<file path="config.mk">
export PLATFORM = sky130hd
export DESIGN_NAME = mta_div
export DESIGN_NICKNAME = d
export VERILOG_FILES = /design/src/hdl/mta_pkg.sv /design/src/hdl/mta_div.sv
export SDC_FILE = /design/constraint.sdc
export NUM_CORES = 1
export LEC_CHECK = 0
export ABC_CLOCK_PERIOD_IN_PS = 3900
export BUFFER_PORTS_ARGS = -buffer_cell sky130_fd_sc_hd__buf_4
export CAP_MARGIN = 15
export CORE_MARGIN = 1
export CORE_UTILIZATION = 51
export CTS_CLUSTER_DIAMETER = 100
export DETAILED_ROUTE_END_ITERATION = 8
export PLACE_DENSITY = 0.77
export SETUP_SLACK_MARGIN = 0.1
export SYNTH_ARGS = -nofsm -noshare
export SYNTH_HDL_FRONTEND = slang
export SYNTH_SLANG_ARGS = --single-unit
</file>
<file path="constraint.sdc">
create_clock -name clk -period 3.9 [get_ports clk]
set_input_delay 0.78 -clock clk [delete_from_list [all_inputs] [get_ports clk]]
set_output_delay 0.78 -clock clk [all_outputs]
set_load 0.01 [all_outputs]
</file>
<file path="src/hdl/mta_pkg.sv">
`timescale 1ns / 1ps
// Shared types, constants and helpers of the mesh tangent accumulator.
// No dependencies; every other file imports this package.
package mta_pkg;

    localparam int MAX_VERTICES = 1024;
    localparam int ADDR_W       = $clog2(MAX_VERTICES);
    localparam int IDX_W        = 10;
    localparam int COORD_W      = 32;
    localparam int OUT_W        = 16;
    localparam int SUM_WIDTH    = 48;
    localparam int FRAC_BITS    = 16;

    // fixed-point divide of num * 2^16 / det
    localparam int DIV_W    = 64;
    localparam int QBITS    = SUM_WIDTH - 1;
    localparam int HI_SHIFT = QBITS - FRAC_BITS;
    localparam int STEP_W   = $clog2(QBITS + 1);

    // normalization
    localparam int NORM_TOP    = 29;
    localparam int ONE_Q14     = 16384;
    localparam int Q14_SHIFT   = 14;
    localparam int NDIV_STEPS  = 15;
    localparam int NDVD_W      = NORM_TOP + 1 + Q14_SHIFT + 1;
    localparam int LEN_W       = 32;

    localparam int QUEUE_DEPTH = 2;
    localparam int QPTR_W      = (QUEUE_DEPTH > 1) ? $clog2(QUEUE_DEPTH) : 1;
    localparam int QCNT_W      = $clog2(QUEUE_DEPTH + 1);

    localparam logic signed [SUM_WIDTH-1:0] SUM_MAX = {1'b0, {(SUM_WIDTH-1){1'b1}}};
    localparam logic signed [SUM_WIDTH-1:0] SUM_MIN = {1'b1, {(SUM_WIDTH-1){1'b0}}};

    // input op codes
    localparam logic [1:0] OP_WRITE = 2'd0;
    localparam logic [1:0] OP_TRI   = 2'd1;
    localparam logic [1:0] OP_READ  = 2'd2;

    // classified command kinds
    localparam logic [1:0] CMD_WRITE = 2'd0;
    localparam logic [1:0] CMD_TRI   = 2'd1;
    localparam logic [1:0] CMD_READ  = 2'd2;
    localparam logic [1:0] CMD_MISS  = 2'd3;

    typedef struct packed {
        logic [1:0]                kind;
        logic [IDX_W-1:0]          index;
        logic signed [COORD_W-1:0] pos_x;
        logic signed [COORD_W-1:0] pos_y;
        logic signed [COORD_W-1:0] pos_z;
        logic signed [COORD_W-1:0] tex_u;
        logic signed [COORD_W-1:0] tex_v;
        logic [IDX_W-1:0]          c0;
        logic [IDX_W-1:0]          c1;
        logic [IDX_W-1:0]          c2;
    } cmd_t;

    typedef struct packed {
        logic              start;
        logic [DIV_W-1:0]  rem;
        logic [QBITS-1:0]  low;
        logic [DIV_W-1:0]  divisor;
        logic [STEP_W-1:0] steps;
    } div_req_t;

    typedef struct packed {
        logic             busy;
        logic             done;
        logic [QBITS-1:0] quot;
    } div_rsp_t;

    function automatic logic idx_in_range(input logic [IDX_W-1:0] i);
        return 32'(i) < 32'(MAX_VERTICES);
    endfunction

endpackage

</file>
<file path="src/hdl/mta_div.sv">
`timescale 1ns / 1ps
// Shared restoring divider, one quotient bit per cycle.
// Depends on mta_pkg (div_req_t, div_rsp_t, widths).
module mta_div
    import mta_pkg::*;
(
    input  logic     clk,
    input  logic     rst_n,
    input  div_req_t req,
    output div_rsp_t rsp
);

    logic [DIV_W-1:0]  rem_reg;
    logic [DIV_W-1:0]  dvs_reg;
    logic [QBITS-1:0]  low_reg;
    logic [QBITS-1:0]  quot_reg;
    logic [STEP_W-1:0] left_reg;
    logic              busy_reg;
    logic              done_reg;
    logic [DIV_W-1:0]  shifted;
    logic [DIV_W-1:0]  diff;
    logic              ge;

    // remainder stays below the divisor, so its top bit is always clear
    assign shifted = {rem_reg[DIV_W-2:0], low_reg[QBITS-1]};
    assign ge      = (shifted >= dvs_reg);
    assign diff    = shifted - dvs_reg;

    assign rsp.busy = busy_reg;
    assign rsp.done = done_reg;
    assign rsp.quot = quot_reg;

    always_ff @(posedge clk or negedge rst_n)
    begin
        if (!rst_n)
        begin
            busy_reg <= 1'b0;
            done_reg <= 1'b0;
            left_reg <= '0;
        end
        else
        begin
            done_reg <= 1'b0;
            if (req.start)
            begin
                busy_reg <= 1'b1;
                left_reg <= req.steps;
            end
            else if (busy_reg)
            begin
                left_reg <= left_reg - 1'b1;
                if (left_reg == STEP_W'(1))
                begin
                    busy_reg <= 1'b0;
                    done_reg <= 1'b1;
                end
            end
        end
    end

    always_ff @(posedge clk)
    begin
        if (req.start)
        begin
            rem_reg  <= req.rem;
            low_reg  <= req.low;
            dvs_reg  <= req.divisor;
            quot_reg <= '0;
        end
        else if (busy_reg)
        begin
            rem_reg  <= ge ? diff : shifted;
            low_reg  <= low_reg << 1;
            quot_reg <= {quot_reg[QBITS-2:0], ge};
        end
    end

endmodule

</file>
* Yosys cells after proc, flatten, opt, wreduce, memory -nomap -nowiden
Cells that the tools add are included.
** Word-level totals
- Bits in registers :: 229
- Logic and storage cells :: 25
** Cells by class
- Add/sub/neg operators :: 2
- Order comparisons :: 1
- Equality and inequality tests :: 1
- Multiplexer cells :: 13
- Reductions and logical operators :: 1
** Operator list (count)
- two-way mux 63 bit :: 3
- two-way mux 47 bit :: 2
- >= comparator 64 bit :: 1
- subtractor 63 bit :: 1
- two-way mux 6 bit :: 2
- == test 6 x 1 -> 1 bit (second input constant) :: 1
- two-way mux 1 bit :: 6
- subtractor 6 x 1 -> 6 bit (second input constant) :: 1
- nonzero test 2 bit :: 1

* Longest topological paths before layout
- Depth after elaboration :: 4
- Mapped depth :: 16
- Gate-level depth less buffers :: 14

* Worst setup path before layout
No wires, ideal clock.
- Path kind :: input port to flip-flop
- Start point :: input req[181] (netlist name)
- End point :: register low_reg[0], enable pin
- Setup time :: 463 ps
- Data arrival time :: 3478 ps
- Path slack :: -42 ps
- Stages on the path :: 4
- Path buffers :: 2
- Path through :: clkbuf_1 > clkbuf_1 > nor2_1 > inv_1
** Between the ends
- Word-level cells in the longest chain between the ends :: 1
** Ends and longest elaborated chain
- start, declared :: line mta_div.sv:9 : input div_req_t req,
- nonzero test 2 bit (no line)
- end signal, assigned :: line mta_div.sv:66 : low_reg <= req.low;
- end signal, assigned :: line mta_div.sv:73 : low_reg <= low_reg << 1;
- end, declared :: line mta_div.sv:15 : logic [QBITS-1:0] low_reg;
No other way between the ends.
A chain may end at the register's enable or synchronous reset.

* Worst setup path in the final report
- Start point :: register rem_reg[6]
- End point :: register rem_reg[53], data pin
** Between the ends
- Word-level cells in the longest chain between the ends :: 4
- Elaborated cells between the ends (all ways) :: 5
- Classes of those cells :: 1 x add/sub; 1 x order compare; 3 x mux
** Ends and longest elaborated chain
- start, declared :: line mta_div.sv:13 : logic [DIV_W-1:0] rem_reg;
- start signal, assigned :: line mta_div.sv:65 : rem_reg <= req.rem;
- start signal, assigned :: line mta_div.sv:72 : rem_reg <= ge ? diff : shifted;
- subtractor 63 bit or >= comparator 64 bit (tied branches) :: line mta_div.sv:27, mta_div.sv:26
- two-way mux 63 bit * :: line mta_div.sv:72
- two-way mux 63 bit * :: line mta_div.sv:70 : else if (busy_reg)
- two-way mux 63 bit * :: line mta_div.sv:63 : if (req.start)
Every way passes the cells marked *; elsewhere a longest branch is shown, timed or not. The select of a mux whose other input is x is not followed.

==> results.yml <==
die:
  dieHeight_um: 162.9
  io_pins: 233
  die-area_mm2: 0.02653
  die_w_um: 162.9
  floorplan.initialDensity: 0.5227
  core_mm2: 0.02525
  row_count: 58
synth:
  synth_fp_nets: 1523
  ys_async_sr_fraction: 0.03493
  synth_cell_types: 67
  netlist_instances: 1272
  avgSynthCellArea_um2: 10.38
  ys_seq_elements: 229
  synth_edf_count: 174
  synth-main-ff-cell: "edfxtp_1"
  yosys_warnings: 0
  synth-seq-area-share: 0.4822
  synth_area_mm2: 0.01320
timing:
  fin_skew_ps: 12.55
  hold_violations: 0
  grt_setup_unrepaired: "true"
  setup_slack_ps: 257.0
  fin_crit_sh: 0.9341
  min_period_ps: 3643
  fin_hold_ws_ps: 52.16
  fmax_ghz: 0.2745
  fin_tns_setup_ps: 0
  slew_headroom: 0.4729
  setup_violations: 0
  slew_viol_final: 0
  worst_pin_slew_ps: 788.9
placed_design:
  gp_congestion: 0.8961
  dp_hpwl_um: 23310
  numPortBuffers: 231
  post-place-ws_ps: 382.1
critical_path:
  cp-end-kind: "flip-flop"
  worst_ep_arrival_time_ps: 3940
  worstPathRequired_ps: 4190
  reg2reg_from: "rem_reg[6]"
  critPathKind: "flip-flop to flip-flop"
  cp_max_fo: 5
  worstSetupStartpointType: "flip-flop"
  worstSetupStartpoint: "rem_reg[6]"
  reg2reg_slack_ps: 260
pwr:
  p_int_mw: 6.778
  swShare: 0.3820
  p_leak_nw: 7.232
  p_per_area_mw_per_mm2: 683.0
  switchingPower_mw: 4.189
  pwr-share-comb: 0.471
  ir_drop_mv: 0.4960
  seqPwrFrac: 0.319
  clkPwrFrac: 0.210
layout:
  largest_reg_flops: 64
  antennaDiodeCount: 0
  final_net_count: 1734
  area_growth_pct: 21.65
  layout-drive-gt1-share: 0.2543
grt:
  antenna_found_initial: 0
  grt_use_total: 0.2358
  grt_max_degree: 67
  grt_pass1_wl_um: 50120
  grt_pass1_vias: 10062
  grt_overflow: 0
routing:
  wl_per_cell_um: 17.40
  wl_um: 31880
  postRouteAntennaNets: 0
  vias_per_cell: 5.573
  first_pass_iters: 5
  initialDrtViolationCount: 554
  drc: 0
  vias: 10210
clock_tree:
  cts_tree: "done"
  cts_root_buf: "clkbuf_16"
  cts_setup_buffers: 0
  clkLatencyLatePin_ps: 540
  clock_sinks: 229
  numCtsBuffers: 25
  clock_path_buffers: 3
  htreeDepth: 1
  clk_pin_slew_ps: 60
status:
  outcome: "completed"
hold_path:
  hold_path.class: "primary input to async pin"
run:
  maxCapViolCount: 0
-- cell usage after synthesis, drive strengths merged, types with 4 or more instances --
cell type | instances | area (µm²)
and2 | 10 | 62.56
nor2 | 106 | 405.4
o211ai | 9 | 67.56
xor2 | 24 | 210.2
dfxtp | 47 | 940.9
o31ai | 5 | 65.06
a21boi | 7 | 56.30
o21a | 16 | 120.1
o221ai | 4 | 35.03
a211oi | 15 | 117.6
edfxtp | 174 | 5225
o21ai | 92 | 464.2
and3 | 9 | 56.30
a21o | 44 | 330.3
nand2 | 103 | 386.6
nor2b | 4 | 25.02
a21oi | 92 | 460.4
mux2i | 48 | 480.5
a31oi | 14 | 87.58
dfrtp | 8 | 200.2
nor4 | 4 | 25.02
xnor2 | 34 | 297.8
mux2 | 75 | 844.6
buf | 25 | 138.9
nor3b | 4 | 30.03
clkbuf | 37 | 138.9
ha | 66 | 825.8
inv | 92 | 345.3
o21bai | 15 | 116.4
nand4 | 16 | 100.1
nand2b | 4 | 25.02
nor3 | 15 | 75.07
nand3 | 17 | 85.08
nor4b | 6 | 58.80
-- worst max-delay path, cell delays in order, from the launching register on --
cell	delay, ps
edfxtp_1	390
ha_1	370
a21o_1	230
a31o_2	240
nor3b_1	140
a211oi_1	370
a21oi_1	280
a41oi_2	420
o21ai_0	280
a31oi_1	290
xor2_1	170
o21ai_0	90
o21a_1	110
-- cell families (layout without fill, tap and decap cells) --
family / Yosys count / in the layout / share of synthesized area
AO/OA/AOI/OAI: 334 / 334 / 0.1615
AND/OR/NAND/NOR: 307 / 307 / 0.1062
flip-flops: 229 / 229 / 0.4822
buffers and inverters: 154 / 384 / 0.04720
multiplexers: 123 / 123 / 0.1004
adder cells (fa/ha/maj): 67 / 67 / 0.06407
XOR/XNOR: 58 / 58 / 0.03848
-- per-layer routing --
| metal | global-route usage | vias up | share of wire |
|---|---|---|---|
| li1 | - | 5022 | - |
| met1 | 0.3027 | 4825 | 0.43 |
| met5 | 0 | - | 0 |
| met3 | 0.07308 | 45 | 0.092 |
| met4 | 0.05990 | 0 | 0.022 |
| met2 | 0.3853 | 318 | 0.45 |
-- placed cells by master, fill, tap and decap left out, types with 10 or more instances in the layout --
cell type	synthesis	final
a21o_1	44	44
nor3_1	15	15
nand3_1	17	17
ha_1	66	66
mux2i_1	48	48
o21a_1	16	16
edfxtp_1	174	174
clkbuf_16	0	26
nand4_1	16	16
xor2_1	24	24
nor2_1	105	105
inv_1	92	90
and2_1	10	10
a211oi_1	14	14
buf_4	5	241
a31oi_1	14	14
xnor2_1	34	34
a21oi_1	92	91
o21ai_0	85	85
dfxtp_1	47	47
mux2_2	75	75
nand2_1	103	103
o21bai_1	14	14
-- power groups by stage --
| stage | Sequential (mW) | Clock, mW | Combinational (mW) |
|---|---|---|---|
| after global routing | 3.56 | 2.44 | 5.72 |
| after CTS | 3.50 | 2.35 | 5.11 |
| after detailed placement | 3.54 | 0 | 5.08 |
| after floorplan | 3.46 | 0 | 4.00 |
| final | 3.50 | 2.30 | 5.16 |
| after global placement | 3.52 | 0 | 4.99 |
-- per-stage QoR --
stage / total power [mW] / cell area, µm² / instances / util
after detailed placement: 8.623 / 15240 / 1786 / 0.6036
after floorplan: 7.460 / 13210 / 1272 / -
final: 10.97 / 16060 / 1832 / 0.6359
after global placement: 8.510 / 15240 / 1786 / 0.6036
after global routing: 11.72 / 16060 / 1832 / 0.6359
after CTS: 10.97 / 16050 / 1832 / 0.6355
-- final timing paths --
check / to / depth (start not counted)
setup / recovery: rem_reg[53] / 12
hold / removal: left_reg[3] / 1
setup reg to reg: rem_reg[53] / 12
hold reg to reg: quot_reg[45] / 2
max in group asynchronous: busy_reg / 1
min in group clk: dvs_reg[14] / 1
-- final cells by class --
type | count | area (µm²)
fill | 2056 | 9195
sequential | 229 | 6367
multi-input combinational | 889 | 6222
timing repair buffer | 246 | 1903
clock buffer | 35 | 734.5
tap | 330 | 412.9
inverter | 92 | 349.1
clock inverter | 11 | 70.07
-- repair_timing --
item / CTS / global route
endpoints found under the setup margin: 0 / 3
hold buffers: 0 / 0
gates resized for setup: 0 / 2
No activity file was read; power rests on OpenSTA's default activity.
