**config.mk**
```make
export PLATFORM = sky130hd
export DESIGN_NAME = mta_queue
export DESIGN_NICKNAME = d
export VERILOG_FILES = /design/src/hdl/mta_pkg.sv /design/src/hdl/mta_queue.sv
export SDC_FILE = /design/constraint.sdc
export NUM_CORES = 1
export LEC_CHECK = 0
export ABC_AREA = 0
export BUFFER_PORTS_ARGS = -buffer_cell sky130_fd_sc_hd__buf_2
export CAP_MARGIN = 20
export CORE_UTILIZATION = 53
export CTS_BUF_LIST = sky130_fd_sc_hd__clkbuf_16
export DETAILED_ROUTE_END_ITERATION = 16
export GPL_TIMING_DRIVEN = 1
export PLACE_DENSITY = 0.8
export SETUP_SLACK_MARGIN = 0.3
export SYNTH_ARGS = -nofsm -noshare
export SYNTH_HDL_FRONTEND = slang
export SYNTH_SLANG_ARGS = --single-unit
```
**constraint.sdc**
```tcl
create_clock -name clk -period 14.02 [get_ports clk]
set_clock_uncertainty 0.2 [all_clocks]
set_input_delay 4.206 -clock clk [delete_from_list [all_inputs] [get_ports clk]]
set_output_delay 4.206 -clock clk [all_outputs]
set_load 0.01 [all_outputs]
```
**src/hdl/mta_pkg.sv**
```systemverilog
`timescale 1ns / 1ps
// Shared types, constants and helpers of the mesh tangent accumulator.
// No dependencies; every other file imports this package.
package mta_pkg;

    localparam int MAX_VERTICES = 1024;
    localparam int ADDR_W       = $clog2(MAX_VERTICES);
    localparam int IDX_W        = 10;
    localparam int COORD_W      = 32;
    localparam int OUT_W        = 16;
    localparam int SUM_WIDTH    = 48;
    localparam int FRAC_BITS    = 16;

    // fixed-point divide of num * 2^16 / det
    localparam int DIV_W    = 64;
    localparam int QBITS    = SUM_WIDTH - 1;
    localparam int HI_SHIFT = QBITS - FRAC_BITS;
    localparam int STEP_W   = $clog2(QBITS + 1);

    // normalization
    localparam int NORM_TOP    = 29;
    localparam int ONE_Q14     = 16384;
    localparam int Q14_SHIFT   = 14;
    localparam int NDIV_STEPS  = 15;
    localparam int NDVD_W      = NORM_TOP + 1 + Q14_SHIFT + 1;
    localparam int LEN_W       = 32;

    localparam int QUEUE_DEPTH = 2;
    localparam int QPTR_W      = (QUEUE_DEPTH > 1) ? $clog2(QUEUE_DEPTH) : 1;
    localparam int QCNT_W      = $clog2(QUEUE_DEPTH + 1);

    localparam logic signed [SUM_WIDTH-1:0] SUM_MAX = {1'b0, {(SUM_WIDTH-1){1'b1}}};
    localparam logic signed [SUM_WIDTH-1:0] SUM_MIN = {1'b1, {(SUM_WIDTH-1){1'b0}}};

    // input op codes
    localparam logic [1:0] OP_WRITE = 2'd0;
    localparam logic [1:0] OP_TRI   = 2'd1;
    localparam logic [1:0] OP_READ  = 2'd2;

    // classified command kinds
    localparam logic [1:0] CMD_WRITE = 2'd0;
    localparam logic [1:0] CMD_TRI   = 2'd1;
    localparam logic [1:0] CMD_READ  = 2'd2;
    localparam logic [1:0] CMD_MISS  = 2'd3;

    typedef struct packed {
        logic [1:0]                kind;
        logic [IDX_W-1:0]          index;
        logic signed [COORD_W-1:0] pos_x;
        logic signed [COORD_W-1:0] pos_y;
        logic signed [COORD_W-1:0] pos_z;
        logic signed [COORD_W-1:0] tex_u;
        logic signed [COORD_W-1:0] tex_v;
        logic [IDX_W-1:0]          c0;
        logic [IDX_W-1:0]          c1;
        logic [IDX_W-1:0]          c2;
    } cmd_t;

    typedef struct packed {
        logic              start;
        logic [DIV_W-1:0]  rem;
        logic [QBITS-1:0]  low;
        logic [DIV_W-1:0]  divisor;
        logic [STEP_W-1:0] steps;
    } div_req_t;

    typedef struct packed {
        logic             busy;
        logic             done;
        logic [QBITS-1:0] quot;
    } div_rsp_t;

    function automatic logic idx_in_range(input logic [IDX_W-1:0] i);
        return 32'(i) < 32'(MAX_VERTICES);
    endfunction

endpackage

```
**src/hdl/mta_queue.sv**
```systemverilog
`timescale 1ns / 1ps
// Short command queue between the front and back ends.
// Depends on mta_pkg (cmd_t, QUEUE_DEPTH).
module mta_queue
    import mta_pkg::*;
(
    input  logic clk,
    input  logic rst_n,
    input  logic wr_en,
    input  cmd_t wr_data,
    input  logic rd_en,
    output cmd_t rd_data,
    output logic full,
    output logic empty
);

    cmd_t              slot_reg [QUEUE_DEPTH];
    logic [QPTR_W-1:0] wr_ptr_reg;
    logic [QPTR_W-1:0] rd_ptr_reg;
    logic [QCNT_W-1:0] count_reg;
    logic              do_wr;
    logic              do_rd;

    assign full    = (count_reg == QCNT_W'(QUEUE_DEPTH));
    assign empty   = (count_reg == '0);
    assign do_wr   = wr_en && !full;
    assign do_rd   = rd_en && !empty;
    assign rd_data = slot_reg[rd_ptr_reg];

    function automatic logic [QPTR_W-1:0] wrap_inc(input logic [QPTR_W-1:0] p);
        return (p == QPTR_W'(QUEUE_DEPTH - 1)) ? '0 : p + 1'b1;
    endfunction

    always_ff @(posedge clk or negedge rst_n)
    begin
        if (!rst_n)
        begin
            wr_ptr_reg <= '0;
            rd_ptr_reg <= '0;
            count_reg  <= '0;
        end
        else
        begin
            if (do_wr)
                wr_ptr_reg <= wrap_inc(wr_ptr_reg);
            if (do_rd)
                rd_ptr_reg <= wrap_inc(rd_ptr_reg);
            if (do_wr && !do_rd)
                count_reg <= count_reg + 1'b1;
            else if (do_rd && !do_wr)
                count_reg <= count_reg - 1'b1;
        end
    end

    always_ff @(posedge clk)
    begin
        if (do_wr)
            slot_reg[wr_ptr_reg] <= wr_data;
    end

endmodule

```
==> Word level (Yosys, flattened, before mapping) <==
Memories as Yosys holds them, arrays and structs flattened.
Index checks and enable logic that the tools add are counted.
{ "totals": {"mem_count": 1, "word_cells": 25, "register_bits": 4, "ram_bits": 404, "input_bits": 206, "out_inout_bits": 204} }
{ "op_classes": {"addsub": 4, "n_reduce_logical": 10, "mux": 6, "eq_ne": 1} }
{ "mem_list": {"columns": ["memory", "depth", "word_bits", "read_ports", "rd_clocked_by_memory_dff", "write_ports", "line", "source"], "rows": [
  ["slot_reg", 2, 202, 1, 0, 1, "mta_queue.sv:17", "cmd_t slot_reg [QUEUE_DEPTH];"]
]} }
{ "ops": {"columns": ["op", "n"], "rows": [
  ["$logic_and 1x1->1", 4],
  ["$logic_not 1->1", 4],
  ["$mux 1", 4],
  ["$mux 2", 2],
  ["$add 1x1->1 const B", 2],
  ["$add 2x1->2 const B", 1],
  ["$eq 2x2->1 const B", 1],
  ["$logic_not 2->1", 1],
  ["$reduce_bool 2->1", 1],
  ["$sub 2x1->2 const B", 1]
]} }

==> Longest topological paths before layout <==
Gate-level depths: netlist (run 1).
{ "depth": {"depth_word": 7, "depth_mapped": 7, "mapped_depth_nobuf": 7} }

==> Worst setup path after synthesis (run 1) <==
No wires, ideal clock.
{ "synth_timing": {"path_kind": "input -> register", "start": "input wr_en", "end": "memory slot_reg[0][0] (netlist name) (enable)", "setup_slack_ns": 0.384, "t_arrival_ns": 12.669, "setup_ns": 0.767, "t_required_ns": 13.053, "n_path_buf": 0, "cell_stages": 2, "path_cell_list": "nand2_1 > nor2_1"} }
{ "synth_via": {"elab_chain_len": 3} }
{ "synth_rtl": {"columns": ["element", "line", "source"], "rows": [
  ["start: declaration", "mta_queue.sv:9", "input logic wr_en,"],
  ["$logic_and 1x1->1", "mta_queue.sv:26", "assign do_wr = wr_en && !full;"],
  ["$mux 1", "mta_queue.sv:57", "if (do_wr)"],
  ["$mux 1 (not written as such)", "mta_queue.sv:58", "slot_reg[wr_ptr_reg] <= wr_data;"],
  ["end: declaration", "mta_queue.sv:17", null]
]} }
Every way passes these cells.

==> qor.yml, run 1 <==
outcome:
  outcome: "complete, no violations"
timing:
  timing_hold_violations_final: 0
  period_share_pct: 57.99
  finalSetupTns_ns: 0
  achievable-frequency_ghz: 0.1230
  fin_crit_ns: 8.131
  setup_repair_after_global_routing_missed_its_margin: "false"
  max-slew-margin-rel_pct: 28.31
  final_max_slew_viol_count: 0
  final-setup-viol-count: 0
  transition_at_the_pin_with_the_smallest_max_transition_slack_ns: 1.075
yosys:
  postSynthCellCount: 648
  net_count_after_synthesis: 855
  synth.ff_latch_count: 408
  synth_area_leader_cell: "edfxtp_1"
  synth.area.top_cells: "edfxtp_1 78%, mux2_4 16%, mux2_2 2.3%"
  summed_instance_area_of_the_synthesized_netlist_mm2: 0.01548
  yosys_warnings: 0
  synth_sequential_area_ratio_pct: 78.99
  netlist-cell-type-count: 16
  syn-mean-instance-area_um2: 23.90
  post-synth-top-area-fraction_pct: 78.35
drt:
  avgViaCountPerCell: 5.096
  route.final.wire_length_um: 30810
  avgRoutedWirePerCell_um: 20.44
  drt.antenna.violating_nets: 0
  initialDrtViolationCount: 523
  drt_drc_violations_left: 0
  via_count: 7680
  detailedRoute.firstPassIterationCount: 4
place:
  numPortBuffers: 409
  placed_cells: 1426
  placement.cell_area_mm2: 0.01784
  finalWeightedCongestion: 0.7976
  post-dp-hpwl_um: 20430
finish:
  largest_register_ff_count: 404
  sequential_cell_area_mm2: 0.01224
  finish.instance_area_mm2: 0.01931
  multiInputGateArea_mm2: 0.003014
  final_layout_size_suffix_gt1_share_pct: 61.50
  filler_cell_count: 1899
  layoutNonFillerInstCount: 1507
  postLayoutCoreUtil_pct: 67.27
  nNetsFinal: 1292
  layout-area-overhead-vs-synth_pct: 24.69
floorplanning:
  chipHeight_um: 172.9
  ios: 410
  placeableCoreArea_mm2: 0.02870
  fp.dieW_um: 172.9
  die_area_mm2: 0.02990
  number_of_placement_rows: 62
  initial_core_util_pct: 53.95
power_and_ir_drop:
  switching_power_mw: 1.182
  switching_share_pct: 28.17
  intPower_mw: 3.012
  share_seq_of_total_power_pct: 42.4
  clock_power_share_pct: 27.3
  vdd.ir_drop.worst_mv: 0.1693
  power.density_mw_per_mm2: 217.2
  comb_power_share_pct: 30.3
  power.static_leakage_nw: 7.750
setup_path:
  setup.worst_path.class: "flip-flop to primary output"
  timing.critical_path.arrival_ns: 3.72
  critical_path.startpoint_type: "flip-flop"
  cell_occurring_most_often_along_the_worst_timing_path: "buf_4"
  timing.critical_path.to_type: "primary output"
  worst_ep_required_time_ns: 9.61
  path_cells: "buf_4 -> buf_4 -> mux2_4 -> buf_2"
  crit_path_top_delay_cell: "dfrtp_4"
  crit_path_max_incr_delay_ns: 0.91
  setup.reg_to_reg.worst_slack_ns: 10.50
  timing.critical_path.max_delay_family: "buffers and inverters"
  timing.critical_path.fanout_max: 52
  path_buf_inv: 3
cts:
  cts.repair_timing.setup_buffer_count: 0
  worstSkewPairLatency_ns: 0.53
  htreeDepth: 2
  cts.root.buffer_cell: "clkbuf_16"
  cts_repair_resize_count: 0
  clk_pin_slew_ns: 0.06
  clock_tree_from_tritoncts: "yes"
  cts_hold_buffers: 0
  clkSinkCount: 408
  clock_path_buffers: 3
  number_of_cts_inserted_buffers: 41
grt:
  grt_antenna_before_repair: 6
  global_route_wire_length_before_repair_um: 45750
  gr-usage-all-layers_pct: 20.26
  grt_pass1_vias: 8135
  grt_max_degree: 77
  grt.overflow.total: 0
min_path:
  hp-class: "flip-flop to flip-flop"
flow_run:
  cap_viol_max_count: 0
-- power groups by stage --
| stage | logic, mW | registers (mW) | clock network, mW |
|---|---|---|---|
| floorplan | 0.925 | 1.82 | 0 |
| global placement | 1.26 | 1.79 | 0 |
| detailed placement | 1.28 | 1.80 | 0 |
| CTS | 1.29 | 1.78 | 1.17 |
| global route | 1.35 | 1.80 | 1.21 |
| finish | 1.27 | 1.78 | 1.15 |
-- cells in the mapped netlist --
cell type,instances
and3_1,1
buf_2,3
buf_6,19
buf_8,1
dfrtp_1,4
edfxtp_1,404
ha_1,1
inv_1,2
mux2_2,32
mux2_4,170
nand2_1,1
nand2b_1,1
nor2_1,3
o21ai_0,1
xnor2_1,3
xor2_1,2
-- layer usage --
layer / track usage, % / vias to the layer above / share of wire [%]
li1: - / 3471 / -
met1: 22.82 / 3798 / 36
met2: 35.75 / 344 / 52
met3: 6.970 / 65 / 9.1
met4: 7.153 / 2 / 2.9
met5: 0 / - / 0.036
-- path summary, 6_finish.rpt --
check                      cells after the start                      from                        end
min                                            1  count_reg[1]$_DFFE_PN0P_   count_reg[1]$_DFFE_PN0P_
min reg2reg                                    1  count_reg[1]$_DFFE_PN0P_   count_reg[1]$_DFFE_PN0P_
min in group asynchronous                      1                     rst_n     wr_ptr_reg$_DFFE_PN0P_
max reg2reg                                    5  count_reg[0]$_DFFE_PN0P_  slot_reg[0][42]$_DFFE_PP_
max in group asynchronous                      1                     rst_n     rd_ptr_reg$_DFFE_PN0P_
max                                            4    rd_ptr_reg$_DFFE_PN0P_                rd_data[89]
-- logic make-up (layout without fill, tap and decap cells) --
| logic type | Yosys count | in the layout | share of synthesized area (%) |
|---|---|---|---|
| flops | 408 | 408 | 78.99 |
| compound gates | 1 | 1 | 0.03229 |
| simple gates | 6 | 6 | 0.1778 |
| mux | 202 | 202 | 18.81 |
| fa+ha+maj | 1 | 1 | 0.08079 |
| other cells | 0 | 6 | 0 |
| buf+inv | 25 | 494 | 1.624 |
| xor+xnor | 5 | 5 | 0.2829 |
-- layout by cell type (no fill, tap or decap), drive strengths merged, types with 2 or more instances in the layout --
master / count
inv: 7
buf: 417
clkinv: 18
dfrtp: 4
nor2: 3
xnor2: 3
diode: 6
bufinv: 8
clkbuf: 43
xor2: 2
edfxtp: 404
mux2: 202
-- metrics by stage --
step | setup slack (ns) | power [mW] | hold WS [ns]
detailed placement | 6.449 | 3.082 | 0.3128
finish | 5.889 | 4.194 | 0.3203
global placement | 6.512 | 3.047 | 0.3074
floorplan | 0.3837 | 2.746 | 0.2608
CTS | 5.873 | 4.238 | 0.3232
global route | 5.739 | 4.362 | 0.3427
-- layout make-up --
cell class	count	share of cell area, %
antenna	6	0.07776
clock buffer	43	5.573
clock inverter	32	1.931
inverter	2	0.03888
multi-input combinational	215	15.61
sequential	408	63.37
tap	384	2.488
timing repair buffer	417	10.91
Note: power is estimated with default switching activity, not from simulation.
==> inputs of run 2 (changes only) <==
--- a/config.mk
+++ b/config.mk
@@ -5,14 +5,14 @@
 export SDC_FILE = /design/constraint.sdc
 export NUM_CORES = 1
 export LEC_CHECK = 0
-export ABC_AREA = 0
+export ABC_AREA = 1
 export BUFFER_PORTS_ARGS = -buffer_cell sky130_fd_sc_hd__buf_2
 export CAP_MARGIN = 20
-export CORE_UTILIZATION = 53
+export CORE_UTILIZATION = 47
 export CTS_BUF_LIST = sky130_fd_sc_hd__clkbuf_16
 export DETAILED_ROUTE_END_ITERATION = 16
 export GPL_TIMING_DRIVEN = 1
-export PLACE_DENSITY = 0.8
+export PLACE_DENSITY = 0.76
 export SETUP_SLACK_MARGIN = 0.3
 export SYNTH_ARGS = -nofsm -noshare
 export SYNTH_HDL_FRONTEND = slang
==> constraint.sdc (replaced) <==
create_clock -name clk -period 6.6 [get_ports clk]
set_clock_uncertainty 0.2 [all_clocks]
set_input_delay 1.98 -clock clk [delete_from_list [all_inputs] [get_ports clk]]
set_output_delay 1.98 -clock clk [all_outputs]
set_load 0.01 [all_outputs]
==> qor.yml, run 2 <==
outcome:
  outcome: "complete, no violations"
flow_run:
  cap_viol_max_count: 0  # unchanged
finish:
  postLayoutCoreUtil_pct: 59.11  # -8.2 points
  most_frequent_standard_cell_in_the_layout_excluding_fill_and_tap_cells: "nand2_1"
  layout-area-overhead-vs-synth_pct: 24.09
  layout_common_cells: "615 x nand2_1, 409 x buf_2, 404 x edfxtp_1"
  largest_register_ff_count: 404  # unchanged
  filler_cell_count: 2446  # +29%
  nNetsFinal: 1712  # +33%
  final_layout_size_suffix_gt1_share_pct: 31.12  # -30 points
  layoutNonFillerInstCount: 1939  # +29%
timing:
  final-setup-viol-count: 0  # unchanged
  timing_hold_violations_final: 0  # unchanged
  max-slew-margin-rel_pct: 39.25  # +11 points
  transition_at_the_pin_with_the_smallest_max_transition_slack_ns: 0.9113  # -0.1641 ns
  setup_repair_after_global_routing_missed_its_margin: "false"
  period_share_pct: 76.22
  fin_crit_ns: 5.030
  achievable-frequency_ghz: 0.1988
  final_max_slew_viol_count: 0  # unchanged
  finalHoldWorstSlack_ns: 0.2922  # -0.02815 ns
  finalSetupTns_ns: 0  # unchanged
cts:
  cts.repair_timing.setup_buffer_count: 0  # unchanged
  htreeDepth: 2  # unchanged
  worstSkewPairLatency_ns: 0.51  # -0.02 ns
  clkSinkCount: 408  # unchanged
  clock_path_buffers: 3  # unchanged
  clk_pin_slew_ns: 0.06  # about the same
  cts_repair_resize_count: 0  # unchanged
  clock_tree_from_tritoncts: "yes"
  cts_hold_buffers: 0  # unchanged
  cts.root.buffer_cell: "clkbuf_16"
  number_of_cts_inserted_buffers: 41  # unchanged
power_and_ir_drop:
  share_seq_of_total_power_pct: 43.9  # +1.5 points
  switching_power_mw: 2.838  # +140%
  switching_share_pct: 33.49  # +5.3 points
  clock_power_share_pct: 25.7  # -1.6 points
  power.density_mw_per_mm2: 455.5  # +110%
  comb_power_share_pct: 30.4  # about the same
  intPower_mw: 5.637  # +87%
  vdd.ir_drop.worst_mv: 0.3357  # +98%
  power.static_leakage_nw: 8.045  # +3.8%
place:
  finalWeightedCongestion: 0.7995  # +0.24%
  post-dp-hpwl_um: 22120  # +8.3%
  placed_cells: 1864  # +31%
  numPortBuffers: 409  # unchanged
setup_path:
  timing.critical_path.to_type: "primary output"
  worst_ep_required_time_ns: 4.42  # -5.19 ns
  setup.reg_to_reg.worst_slack_ns: 3.75  # -6.75 ns
  worst-r2r-cell-count: 6  # +1
  critical_path.startpoint_type: "flip-flop"
  worst_flop_to_flop_path_startpoint: "count_reg[1]$_DFFE_PN0P_"
  timing.critical_path.arrival_ns: 2.85  # -0.87 ns
  setup.worst_path.class: "flip-flop to primary output"
  r2r_end: "slot_reg[0][100]$_DFFE_PP_"
  timing.critical_path.fanout_max: 107  # +110%
floorplanning:
  initial_core_util_pct: 47.63  # -6.3 points
  die_area_mm2: 0.03262  # +9.1%
  placeableCoreArea_mm2: 0.03147  # +9.7%
  number_of_placement_rows: 65  # +4.8%
  ios: 410  # unchanged
  chipHeight_um: 180.6  # +4.4%
  fp.dieW_um: 180.6  # +4.4%
yosys:
  summed_instance_area_of_the_synthesized_netlist_mm2: 0.01499  # -3.2%
  syn-mean-instance-area_um2: 13.79  # -42%
  postSynthCellCount: 1087  # +68%
  netlist-cell-type-count: 15  # -1
  ys_async_sr_fraction_pct: 0.9804  # unchanged
  synthTopCellsByCount: "615 x nand2_1, 404 x edfxtp_1, 22 x buf_2"
  synth_enable_flop_cells: 404  # unchanged
  post-synth-top-area-fraction_pct: 80.92  # +2.6 points
  synth.ff_latch_count: 408  # unchanged
  synth.area.top_cells: "edfxtp_1 81%, nand2_1 15%, buf_6 1.4%"
  dominantRegCellSynth: "edfxtp_1"
  synth_area_leader_cell: "edfxtp_1"
  net_count_after_synthesis: 1294  # +51%
  synthMostInstantiatedCell: "nand2_1"
  synth_sequential_area_ratio_pct: 81.59  # +2.6 points
  yosys_warnings: 0  # unchanged
min_path:
  hp-class: "flip-flop to flip-flop"
  whs_path_depth: 2  # +1
  worstHoldEndpoint: "wr_ptr_reg$_DFFE_PN0P_"
  holdCritStartpoint: "wr_ptr_reg$_DFFE_PN0P_"
grt:
  grt.overflow.total: 0  # unchanged
  grt_max_degree: 108  # +40%
  global_route_wire_length_before_repair_um: 50770  # +11%
  grt_antenna_before_repair: 10  # +4
  gr-usage-all-layers_pct: 20.36  # +0.096 points
  grt_pass1_vias: 9371  # +15%
drt:
  avgViaCountPerCell: 4.860  # -4.6%
  avgRoutedWirePerCell_um: 17.15  # -16%
  route.final.wire_length_um: 33260  # +7.9%
  drt.antenna.violating_nets: 0  # unchanged
  via_count: 9423  # +23%
  drt_drc_violations_left: 0  # unchanged
  detailedRoute.firstPassIterationCount: 4  # unchanged
  initialDrtViolationCount: 624  # +19%
run 2: cell types whose count changed after synthesis, sizes merged, moves of 2 or more:
| cell | before | now |
|---|---|---|
| nand2 | 1 | 615 |
| inv | 2 | 8 |
| buf | 23 | 45 |
| mux2 | 202 | 0 |
| xnor2 | 3 | 1 |
| xor2 | 2 | 0 |
run 2: power groups by stage:
| stage | logic [mW] | clock network [mW] | registers (mW) |
|---|---|---|---|
| 3_5_place_dp | 2.61 | 0 | 3.77 |
| 3_3_place_gp | 2.57 | 0 | 3.75 |
| 5_1_grt | 2.86 | 2.32 | 3.77 |
| 4_1_cts | 2.63 | 2.23 | 3.72 |
| 6_report | 2.58 | 2.18 | 3.72 |
| 2_1_floorplan | 1.63 | 0 | 3.75 |
run 2: critical path, stage by stage, from the launching register on:
cell and delay (ns):
dfrtp_4 0.72, inv_6 0.68, buf_4 0.52, nand2_1 0.12, nand2_1 0.09, buf_2 0.13
run 2: how the worst max path moves through the flow:
stage                                      start                  endpoint  slack [ns]
after global routing      rd_ptr_reg$_DFFE_PN0P_               rd_data[63]        1.36
after global placement    rd_ptr_reg$_DFFE_PN0P_              rd_data[171]        2.13
after CTS                 rd_ptr_reg$_DFFE_PN0P_               rd_data[63]        1.48
final                     rd_ptr_reg$_DFFE_PN0P_               rd_data[63]        1.57
after detailed placement  rd_ptr_reg$_DFFE_PN0P_               rd_data[63]        2.04
after floorplan                            wr_en  slot_reg[0][0]$_DFFE_PP_        0.82
run 2: per-stage QoR:
stage	area [um2]	power (mW)	worst slack (ns)
after CTS	18590	8.581	1.479
final	18600	8.475	1.570
after global routing	18600	8.949	1.356
after floorplan	15000	5.379	0.8246
after detailed placement	17330	6.383	2.043
after global placement	17330	6.321	2.129
run 2: layout make-up:
| type | count | area (um2) | share of cell area (%) |
|---|---|---|---|
| clock inverter | 30 | 242.7 | 1.305 |
| antenna | 4 | 10.01 | 0.05380 |
| tap | 402 | 503.0 | 2.704 |
| clock buffer | 41 | 1026 | 5.515 |
| timing repair buffer | 420 | 2167 | 11.65 |
| multi-input combinational | 626 | 2381 | 12.80 |
| sequential | 408 | 12240 | 65.77 |
| inverter | 8 | 38.79 | 0.2085 |
run 2: kinds of logic after synthesis:
| kind of cell | Yosys count | synth area share, % |
|---|---|---|
| fa+ha+maj | 1 | 0.08345 |
| simple gates | 622 | 15.62 |
| compound gates | 2 | 0.06677 |
| xor+xnor | 1 | 0.05843 |
| buf+inv | 53 | 2.579 |
| flops | 408 | 81.59 |
run 2: per-layer routing:
layer,wire length [um],global-route usage (%),vias to the layer above
li1,-,-,4514
met1,12440,23.73,4412
met2,16310,34.40,411
met3,3415,7.276,76
met4,1022,8.000,10
met5,71,0,-
